--- config.mk ---
export PLATFORM = sky130hd
export DESIGN_NAME = length_prefixed_frame_splitter_top
export DESIGN_NICKNAME = d
export VERILOG_FILES = /design/src/hw/rtl/lfs_pkg.sv /design/src/hw/rtl/lfs_result_fifo.sv /design/src/hw/rtl/length_prefixed_frame_splitter_top.sv
export SDC_FILE = /design/constraint.sdc
export NUM_CORES = 1
export LEC_CHECK = 0
export BUFFER_PORTS_ARGS = -buffer_cell sky130_fd_sc_hd__buf_2
export CAP_MARGIN = 5
export CELL_PAD_IN_SITES_DETAIL_PLACEMENT = 0
export CELL_PAD_IN_SITES_GLOBAL_PLACEMENT = 2
export CORE_ASPECT_RATIO = 0.5
export CORE_MARGIN = 10
export CORE_UTILIZATION = 30
export DETAILED_ROUTE_END_ITERATION = 8
export PLACE_DENSITY_LB_ADDON = 0.1
export SETUP_SLACK_MARGIN = 0.02
export SLEW_MARGIN = 20
export SYNTH_ARGS = -nofsm -noshare
export SYNTH_HDL_FRONTEND = slang
export SYNTH_SLANG_ARGS = --single-unit
--- constraint.sdc ---
create_clock -name clk -period 15.1 [get_ports clk]
set_input_delay 3.02 -clock clk [delete_from_list [all_inputs] [get_ports clk]]
set_output_delay 3.02 -clock clk [all_outputs]
set_load 0.02 [all_outputs]
--- src/hw/rtl/lfs_pkg.sv ---
`timescale 1ns / 1ps
`default_nettype none

package lfs_pkg;

    localparam int HDR_LEN    = 6;
    localparam int HDR_CNT_W  = $clog2(HDR_LEN);
    localparam int FIFO_DEPTH = 8;
    localparam int FIFO_AW    = $clog2(FIFO_DEPTH);

    typedef logic [1:0] status_t;

    localparam status_t ST_DATA      = 2'd0;
    localparam status_t ST_BAD_START = 2'd1;
    localparam status_t ST_TOO_BIG   = 2'd2;

    localparam logic CFG_START_WORD = 1'b0;
    localparam logic CFG_MAX_LEN    = 1'b1;

    typedef struct packed {
        logic [7:0]  out_byte;
        logic        first;
        logic        last;
        logic [31:0] number;
        status_t     status;
    } result_t;

    // one write into the result queue
    typedef struct packed {
        logic    push;
        logic    rewind;
        logic    commit;
        result_t entry;
    } push_t;

endpackage

`default_nettype wire

--- src/hw/rtl/lfs_result_fifo.sv ---
`timescale 1ns / 1ps
`default_nettype none

module lfs_result_fifo (
    input  wire logic            clk,
    input  wire logic            rst_n,
    input  wire lfs_pkg::push_t  wr,
    output logic                 full,
    output logic                 head_valid,
    output lfs_pkg::result_t     head,
    input  wire logic            pop
);
    import lfs_pkg::*;

    logic [FIFO_AW:0] wr_ptr_reg, wr_ptr_next;
    logic [FIFO_AW:0] cm_ptr_reg, cm_ptr_next;
    logic [FIFO_AW:0] rd_ptr_reg, rd_ptr_next;
    logic [FIFO_AW:0] wr_base;
    result_t          mem_reg [FIFO_DEPTH];

    // entries past the commit pointer are held back until the header checks out
    assign wr_base = wr.rewind ? cm_ptr_reg : wr_ptr_reg;

    always_comb
    begin
        wr_ptr_next = wr_ptr_reg;
        cm_ptr_next = cm_ptr_reg;
        rd_ptr_next = rd_ptr_reg;
        if (wr.push)
        begin
            wr_ptr_next = wr_base + (FIFO_AW + 1)'(1);
            if (wr.commit)
            begin
                cm_ptr_next = wr_base + (FIFO_AW + 1)'(1);
            end
        end
        if (pop)
        begin
            rd_ptr_next = rd_ptr_reg + (FIFO_AW + 1)'(1);
        end
    end

    always_ff @(posedge clk or negedge rst_n)
    begin
        if (!rst_n)
        begin
            wr_ptr_reg <= '0;
            cm_ptr_reg <= '0;
            rd_ptr_reg <= '0;
        end
        else
        begin
            wr_ptr_reg <= wr_ptr_next;
            cm_ptr_reg <= cm_ptr_next;
            rd_ptr_reg <= rd_ptr_next;
        end
    end

    always_ff @(posedge clk)
    begin
        if (wr.push)
        begin
            mem_reg[wr_base[FIFO_AW-1:0]] <= wr.entry;
        end
    end

    assign full = (wr_ptr_reg[FIFO_AW] != rd_ptr_reg[FIFO_AW])
               && (wr_ptr_reg[FIFO_AW-1:0] == rd_ptr_reg[FIFO_AW-1:0]);
    assign head_valid = (cm_ptr_reg != rd_ptr_reg);
    assign head       = mem_reg[rd_ptr_reg[FIFO_AW-1:0]];

endmodule

`default_nettype wire

--- src/hw/rtl/length_prefixed_frame_splitter_top.sv ---
// a payload byte is queued and committed as it is taken; header bytes are queued
// as they arrive and held until the sixth is taken, then offered one per cycle
// while out_ready is high, or replaced by an error item if the header is bad
// throughput: one input item per cycle while the eight-entry result queue has room
// reset (rst_n, async, active low): header phase, counters zero, queue empty
`timescale 1ns / 1ps
`default_nettype none

module length_prefixed_frame_splitter_top (
    input  wire logic        clk,
    input  wire logic        rst_n,
    input  wire logic        in_valid,
    output logic             in_ready,
    input  wire logic [7:0]  data_byte,
    output logic             out_valid,
    input  wire logic        out_ready,
    output logic [7:0]       out_byte,
    output logic             frame_first,
    output logic             frame_last,
    output logic [31:0]      frame_number,
    output logic [1:0]       status,
    input  wire logic        cfg_valid,
    output logic             cfg_ready,
    input  wire logic        cfg_index,
    input  wire logic [31:0] cfg_data
);
    import lfs_pkg::*;

    localparam logic [1:0] PH_HEADER  = 2'd0;
    localparam logic [1:0] PH_PAYLOAD = 2'd1;
    localparam logic [1:0] PH_HALT    = 2'd2;

    localparam logic [HDR_CNT_W-1:0] HDR_LAST = HDR_CNT_W'(HDR_LEN - 1);

    logic [1:0]           phase_reg, phase_next;
    logic [HDR_CNT_W-1:0] hcnt_reg, hcnt_next;
    logic [31:0]          rem_reg, rem_next;
    logic [31:0]          fcnt_reg, fcnt_next;
    logic [15:0]          start_word_reg;
    logic [31:0]          max_len_reg;
    logic [7:0]           hdr_reg [HDR_LEN-1];

    logic        in_fire;
    logic        halted;
    logic        hdr_wr;
    logic [15:0] hdr_word;
    logic [31:0] hdr_len;
    logic [31:0] fnum_new;
    logic        q_full;
    logic        q_valid;
    result_t     q_head;
    push_t       push;

    assign halted    = (phase_reg != PH_HEADER) && (phase_reg != PH_PAYLOAD);
    assign in_ready  = halted || !q_full;
    assign in_fire   = in_valid && in_ready;
    assign cfg_ready = 1'b1;

    assign hdr_word = {hdr_reg[1], hdr_reg[0]};
    assign hdr_len  = {data_byte, hdr_reg[4], hdr_reg[3], hdr_reg[2]};
    assign fnum_new = fcnt_reg + 32'd1;

    always_comb
    begin
        phase_next = phase_reg;
        hcnt_next  = hcnt_reg;
        rem_next   = rem_reg;
        fcnt_next  = fcnt_reg;
        hdr_wr     = 1'b0;
        push       = '0;
        if (in_fire)
        begin
            unique case (phase_reg)
                PH_PAYLOAD:
                begin
                    rem_next              = rem_reg - 32'd1;
                    push.push             = 1'b1;
                    push.commit           = 1'b1;
                    push.entry.out_byte   = data_byte;
                    push.entry.last       = (rem_reg == 32'd1);
                    push.entry.number     = fcnt_reg;
                    push.entry.status     = ST_DATA;
                    if (rem_reg == 32'd1)
                    begin
                        phase_next = PH_HEADER;
                    end
                end
                PH_HEADER:
                begin
                    if (hcnt_reg != HDR_LAST)
                    begin
                        // queued but not yet visible on the output
                        hdr_wr              = 1'b1;
                        hcnt_next           = hcnt_reg + HDR_CNT_W'(1);
                        push.push           = 1'b1;
                        push.entry.out_byte = data_byte;
                        push.entry.first    = (hcnt_reg == '0);
                        push.entry.number   = fnum_new;
                        push.entry.status   = ST_DATA;
                    end
                    else
                    begin
                        hcnt_next   = '0;
                        push.push   = 1'b1;
                        push.commit = 1'b1;
                        if (hdr_word != start_word_reg)
                        begin
                            push.rewind       = 1'b1;
                            push.entry.number = fcnt_reg;
                            push.entry.status = ST_BAD_START;
                            phase_next        = PH_HALT;
                        end
                        else if (hdr_len > max_len_reg)
                        begin
                            push.rewind       = 1'b1;
                            push.entry.number = fcnt_reg;
                            push.entry.status = ST_TOO_BIG;
                            phase_next        = PH_HALT;
                        end
                        else
                        begin
                            push.entry.out_byte = data_byte;
                            push.entry.last     = (hdr_len == 32'd0);
                            push.entry.number   = fnum_new;
                            push.entry.status   = ST_DATA;
                            fcnt_next           = fnum_new;
                            if (hdr_len != 32'd0)
                            begin
                                rem_next   = hdr_len;
                                phase_next = PH_PAYLOAD;
                            end
                        end
                    end
                end
                default:
                begin
                    // halted: byte is dropped
                end
            endcase
        end
    end

    always_ff @(posedge clk or negedge rst_n)
    begin
        if (!rst_n)
        begin
            phase_reg <= PH_HEADER;
            hcnt_reg  <= '0;
            rem_reg   <= '0;
            fcnt_reg  <= '0;
        end
        else
        begin
            phase_reg <= phase_next;
            hcnt_reg  <= hcnt_next;
            rem_reg   <= rem_next;
            fcnt_reg  <= fcnt_next;
        end
    end

    always_ff @(posedge clk or negedge rst_n)
    begin
        if (!rst_n)
        begin
            start_word_reg <= '0;
            max_len_reg    <= '1;
        end
        else if (cfg_valid && cfg_ready)
        begin
            unique case (cfg_index)
                CFG_START_WORD: start_word_reg <= cfg_data[15:0];
                CFG_MAX_LEN:    max_len_reg    <= cfg_data;
            endcase
        end
    end

    always_ff @(posedge clk)
    begin
        if (hdr_wr)
        begin
            hdr_reg[hcnt_reg] <= data_byte;
        end
    end

    lfs_result_fifo u_result_fifo (
        .clk        (clk),
        .rst_n      (rst_n),
        .wr         (push),
        .full       (q_full),
        .head_valid (q_valid),
        .head       (q_head),
        .pop        (out_valid && out_ready)
    );

    assign out_valid    = q_valid;
    assign out_byte     = q_head.out_byte;
    assign frame_first  = q_head.first;
    assign frame_last   = q_head.last;
    assign frame_number = q_head.number;
    assign status       = q_head.status;

endmodule

`default_nettype wire

==> metrics.md <==
| Metric | Value |
|---|---|
| Clk_lat worst skew | `630 ps` |
| Post-DRT Antenna Nets | `0` |
| Clock Power Share | `44.3%` |
| Fin nets | `1,705` |
| Unrepaired setup endpoints after global routing | `false` |
| CTS tree | `built` |
| Core Rows | `72` |
| PortBufs | `91` |
| Syn Nets | `1,608` |
| I/O pin count | `93` |
| Via count | `13,860` |
| Most frequent cells in the layout | `edfxtp_1 (392), mux2_2 (94), dfrtp_1 (94)` |
| Lkg Pwr | `8.185 nW` |
| Filler-free cell count of the finished design | `2,702` |
| Grt met1 use | `21.42%` |
| Inst Count DP | `2,606` |
| Max VDD drop | `72.82 uV` |
| Tcrit/Tclk final | `46.10%` |
| Flop-to-flop setup slack | `9430 ps` |
| Final Util | `34.82%` |
| Async SR Flop Fraction | `24.76%` |
| H-tree lvl count | `2` |
| Net Switching | `0.6434 mW` |
| DR pass1 iterations | `5` |
| Number of flops mapped to enable cells by yosys | `392` |
| Vias in the first global route | `14,570` |
| Effective utilization at floorplan | `30.20%` |
| Max Cap Viol | `0` |
| Worst-margin pin slew | `1059 ps` |
| Share of cells above drive strength 1 | `27.67%` |
| Achievable frequency | `143.6 MHz` |
| Total setup buffers inserted after CTS | `0` |
| Root buf cell | `clkbuf_16` |
| Die width | `414.0 um` |
| Clk sinks | `521` |
| Cells after Synth | `1,526` |
| Largest register FFs | `352` |
| Reg2reg end | `u_result_fifo.mem_reg[7][25]$_DFFE_PP_` |
| Grt met2 use | `24.29%` |
| Skew final | `20.95 ps` |
| Die area | `89,840 um2` |
| Via density | `5.130` |
| Hold depth | `1` |
| Endpoint, Worst Hold | `fcnt_reg[28]$_DFFE_PN0P_` |
| Ys Warns | `0` |
| Slew HR | `29.39%` |
| Hold buffer count at cts | `0` |
| DRT iter0 DRCs | `912` |
| Pwr/cell area | `110.7 nW/um2` |
| Worst r2r src | `u_result_fifo.rd_ptr_reg[0]$_DFFE_PN0P_` |
| Placer Congestion | `0.7584` |
| R2R depth | `12` |
| Int Power | `2.328 mW` |
| DRT Wirelength | `68,120 um` |
| Syn avg cell area | `15.26 um2` |
| CP max FO | `38` |
| Critical path class | `flop to primary output` |
| Sequential share of power | `52.7%` |
| TNS Setup | `0 ps` |
| Clk buf depth | `3` |
| Worst min-delay path startpoint | `fcnt_reg[28]$_DFFE_PN0P_` |
| Busiest grt layer | `met2` |
| Wire length per cell | `25.21 um` |
| Area delta synth->final | `15.32%` |
| FF+latch count, synth | `521` |
| Post_cts resized | `0` |
| Min cycle time layout | `6962 ps` |
| Die Ht | `217 um` |
| CP startpoint | `u_result_fifo.rd_ptr_reg[0]$_DFFE_PN0P_` |
| Number of remaining DRC errors | `0` |
| Largest net degree at the start of global routing | `67` |
| Top FF cell, synth | `edfxtp_1` |
| Hold Path Class | `flop to flop` |
| Grt ovf | `0` |
| Run status | `completed` |
| Combinational share of power | `3.0%` |
| CP Data Arrival Time | `3940 ps` |
| Post-DP HPWL | `41,790 um` |
| Critical path required time | `12,080 ps` |
| Initial antenna violation count | `3` |
| N_diodes | `0` |
| CP Launch Type | `flop` |
| Clock transition at path regs | `60 ps` |
| Seq/Total Area, Yosys | `64.59%` |
| Max Slew Vio Count | `0` |
| First-pass GRT wire length | `101,500 um` |
| Global-route usage over all layers | `15.10%` |
| Count of final setup violators | `0` |
| TritonCTS buffer count | `51` |
| Met3 global-route usage | `2.458%` |
| Commonest non-fill, non-tap cell in the layout | `edfxtp_1` |
| Yosys cell types | `70` |
| Mapped Area | `23,280 um2` |
| Switching power share of the total | `21.65%` |
| CP endpoint kind | `primary output` |
| Final Hold Vio Count | `0` |
| Core area | `77,110 um2` |
## logic make-up (layout without fill, tap and decap cells)
| family | after synthesis | after routing | synth area share [%] |
|---|---|---|---|
| mux | 209 | 209 | 14.22 |
| simple gates | 385 | 385 | 8.941 |
| other cells | 1 | 1 | 0.01610 |
| xor+xnor | 64 | 64 | 2.407 |
| fa+ha+maj | 36 | 36 | 1.934 |
| compound gates | 174 | 174 | 5.567 |
| buf+inv | 136 | 276 | 2.327 |
| flops | 521 | 521 | 64.59 |
## final cells by class
cell class	instances	area (um2)
inverter	46	172.7
tap	1036	1296
fill	7425	50260
sequential	521	15050
multi-input combinational	869	7845
timing repair buffer	134	784.5
clock buffer	56	1316
clock inverter	40	389.1
## power by group through the flow
stage          clock network (mW)  registers [mW]  logic [mW]
6_report                     1.32            1.57      0.0881
5_1_grt                      1.42            1.57       0.101
4_1_cts                      1.36            1.57      0.0902
3_5_place_dp                    0            1.60      0.0894
3_3_place_gp                    0            1.60      0.0878
2_1_floorplan                   0            1.59      0.0541
## critical path: stages (launching register included)
cell	delay (ps)
dfrtp_4	730
buf_4	660
buf_4	740
mux4_2	590
mux2_2	320
buf_2	180
## Yosys cell counts (all sizes together) (3+ instances only)
master	n	area (um2)
a21oi	30	150.1
mux2	94	1059
mux4	88	1982
o21ai	25	125.1
edfxtp	392	11770
nand2	85	319.1
nand2b	8	50.05
a41oi	3	26.28
o31ai	12	90.09
o221a	5	56.30
nor2	48	180.2
o31a	5	43.79
a221o	12	120.1
or4	5	37.54
a211oi	26	195.2
and4	4	35.03
o311ai	4	35.03
a211o	8	70.07
xor2	46	402.9
and2	5	31.28
nor3	46	240.2
mux2i	27	270.3
o211ai	8	60.06
or3	37	231.5
buf	41	185.2
ha	36	450.4
nand4	32	212.7
clkbuf	49	183.9
a21o	5	37.54
nor2b	4	25.02
dfrtp	97	2427
nand3	41	205.2
and3	20	125.1
inv	46	172.7
a2111oi	7	80.07
nand4b	6	52.55
nor4	35	264.0
xnor2	18	157.7
o41ai	5	43.79
dfstp	32	840.8
## routing by layer
metal	vias up	share of wire, %
li1	6207	-
met1	7311	48
met2	263	46
met3	80	3.9
met4	0	1.8
met5	-	0
## worst max-delay path by stage
stage | endpoint | slack, ps | depth (start not counted)
finish | frame_number[6] | 8140 | 5
global route | frame_number[6] | 7730 | 5
CTS | frame_number[6] | 7920 | 5
detailed placement | u_result_fifo.mem_reg[2][24]$_DFFE_PP_ | 7970 | 10
global placement | u_result_fifo.mem_reg[0][15]$_DFFE_PP_ | 8080 | 10
floorplan | u_result_fifo.mem_reg[1][0]$_DFFE_PP_ | 5530 | 8
## metrics by stage
stage / setup WS, ps / instance area (um2) / hold WS, ps / total power [mW]
global placement: 8081 / 25140 / 492.8 / 1.684
global route: 7732 / 26850 / 540.5 / 3.088
detailed placement: 7974 / 25140 / 500.5 / 1.687
CTS: 7917 / 26850 / 513.5 / 3.016
finish: 8138 / 26850 / 515.4 / 2.972
floorplan: 5529 / 23280 / 461.6 / 1.645
Note: power is estimated with default switching activity, not from simulation.
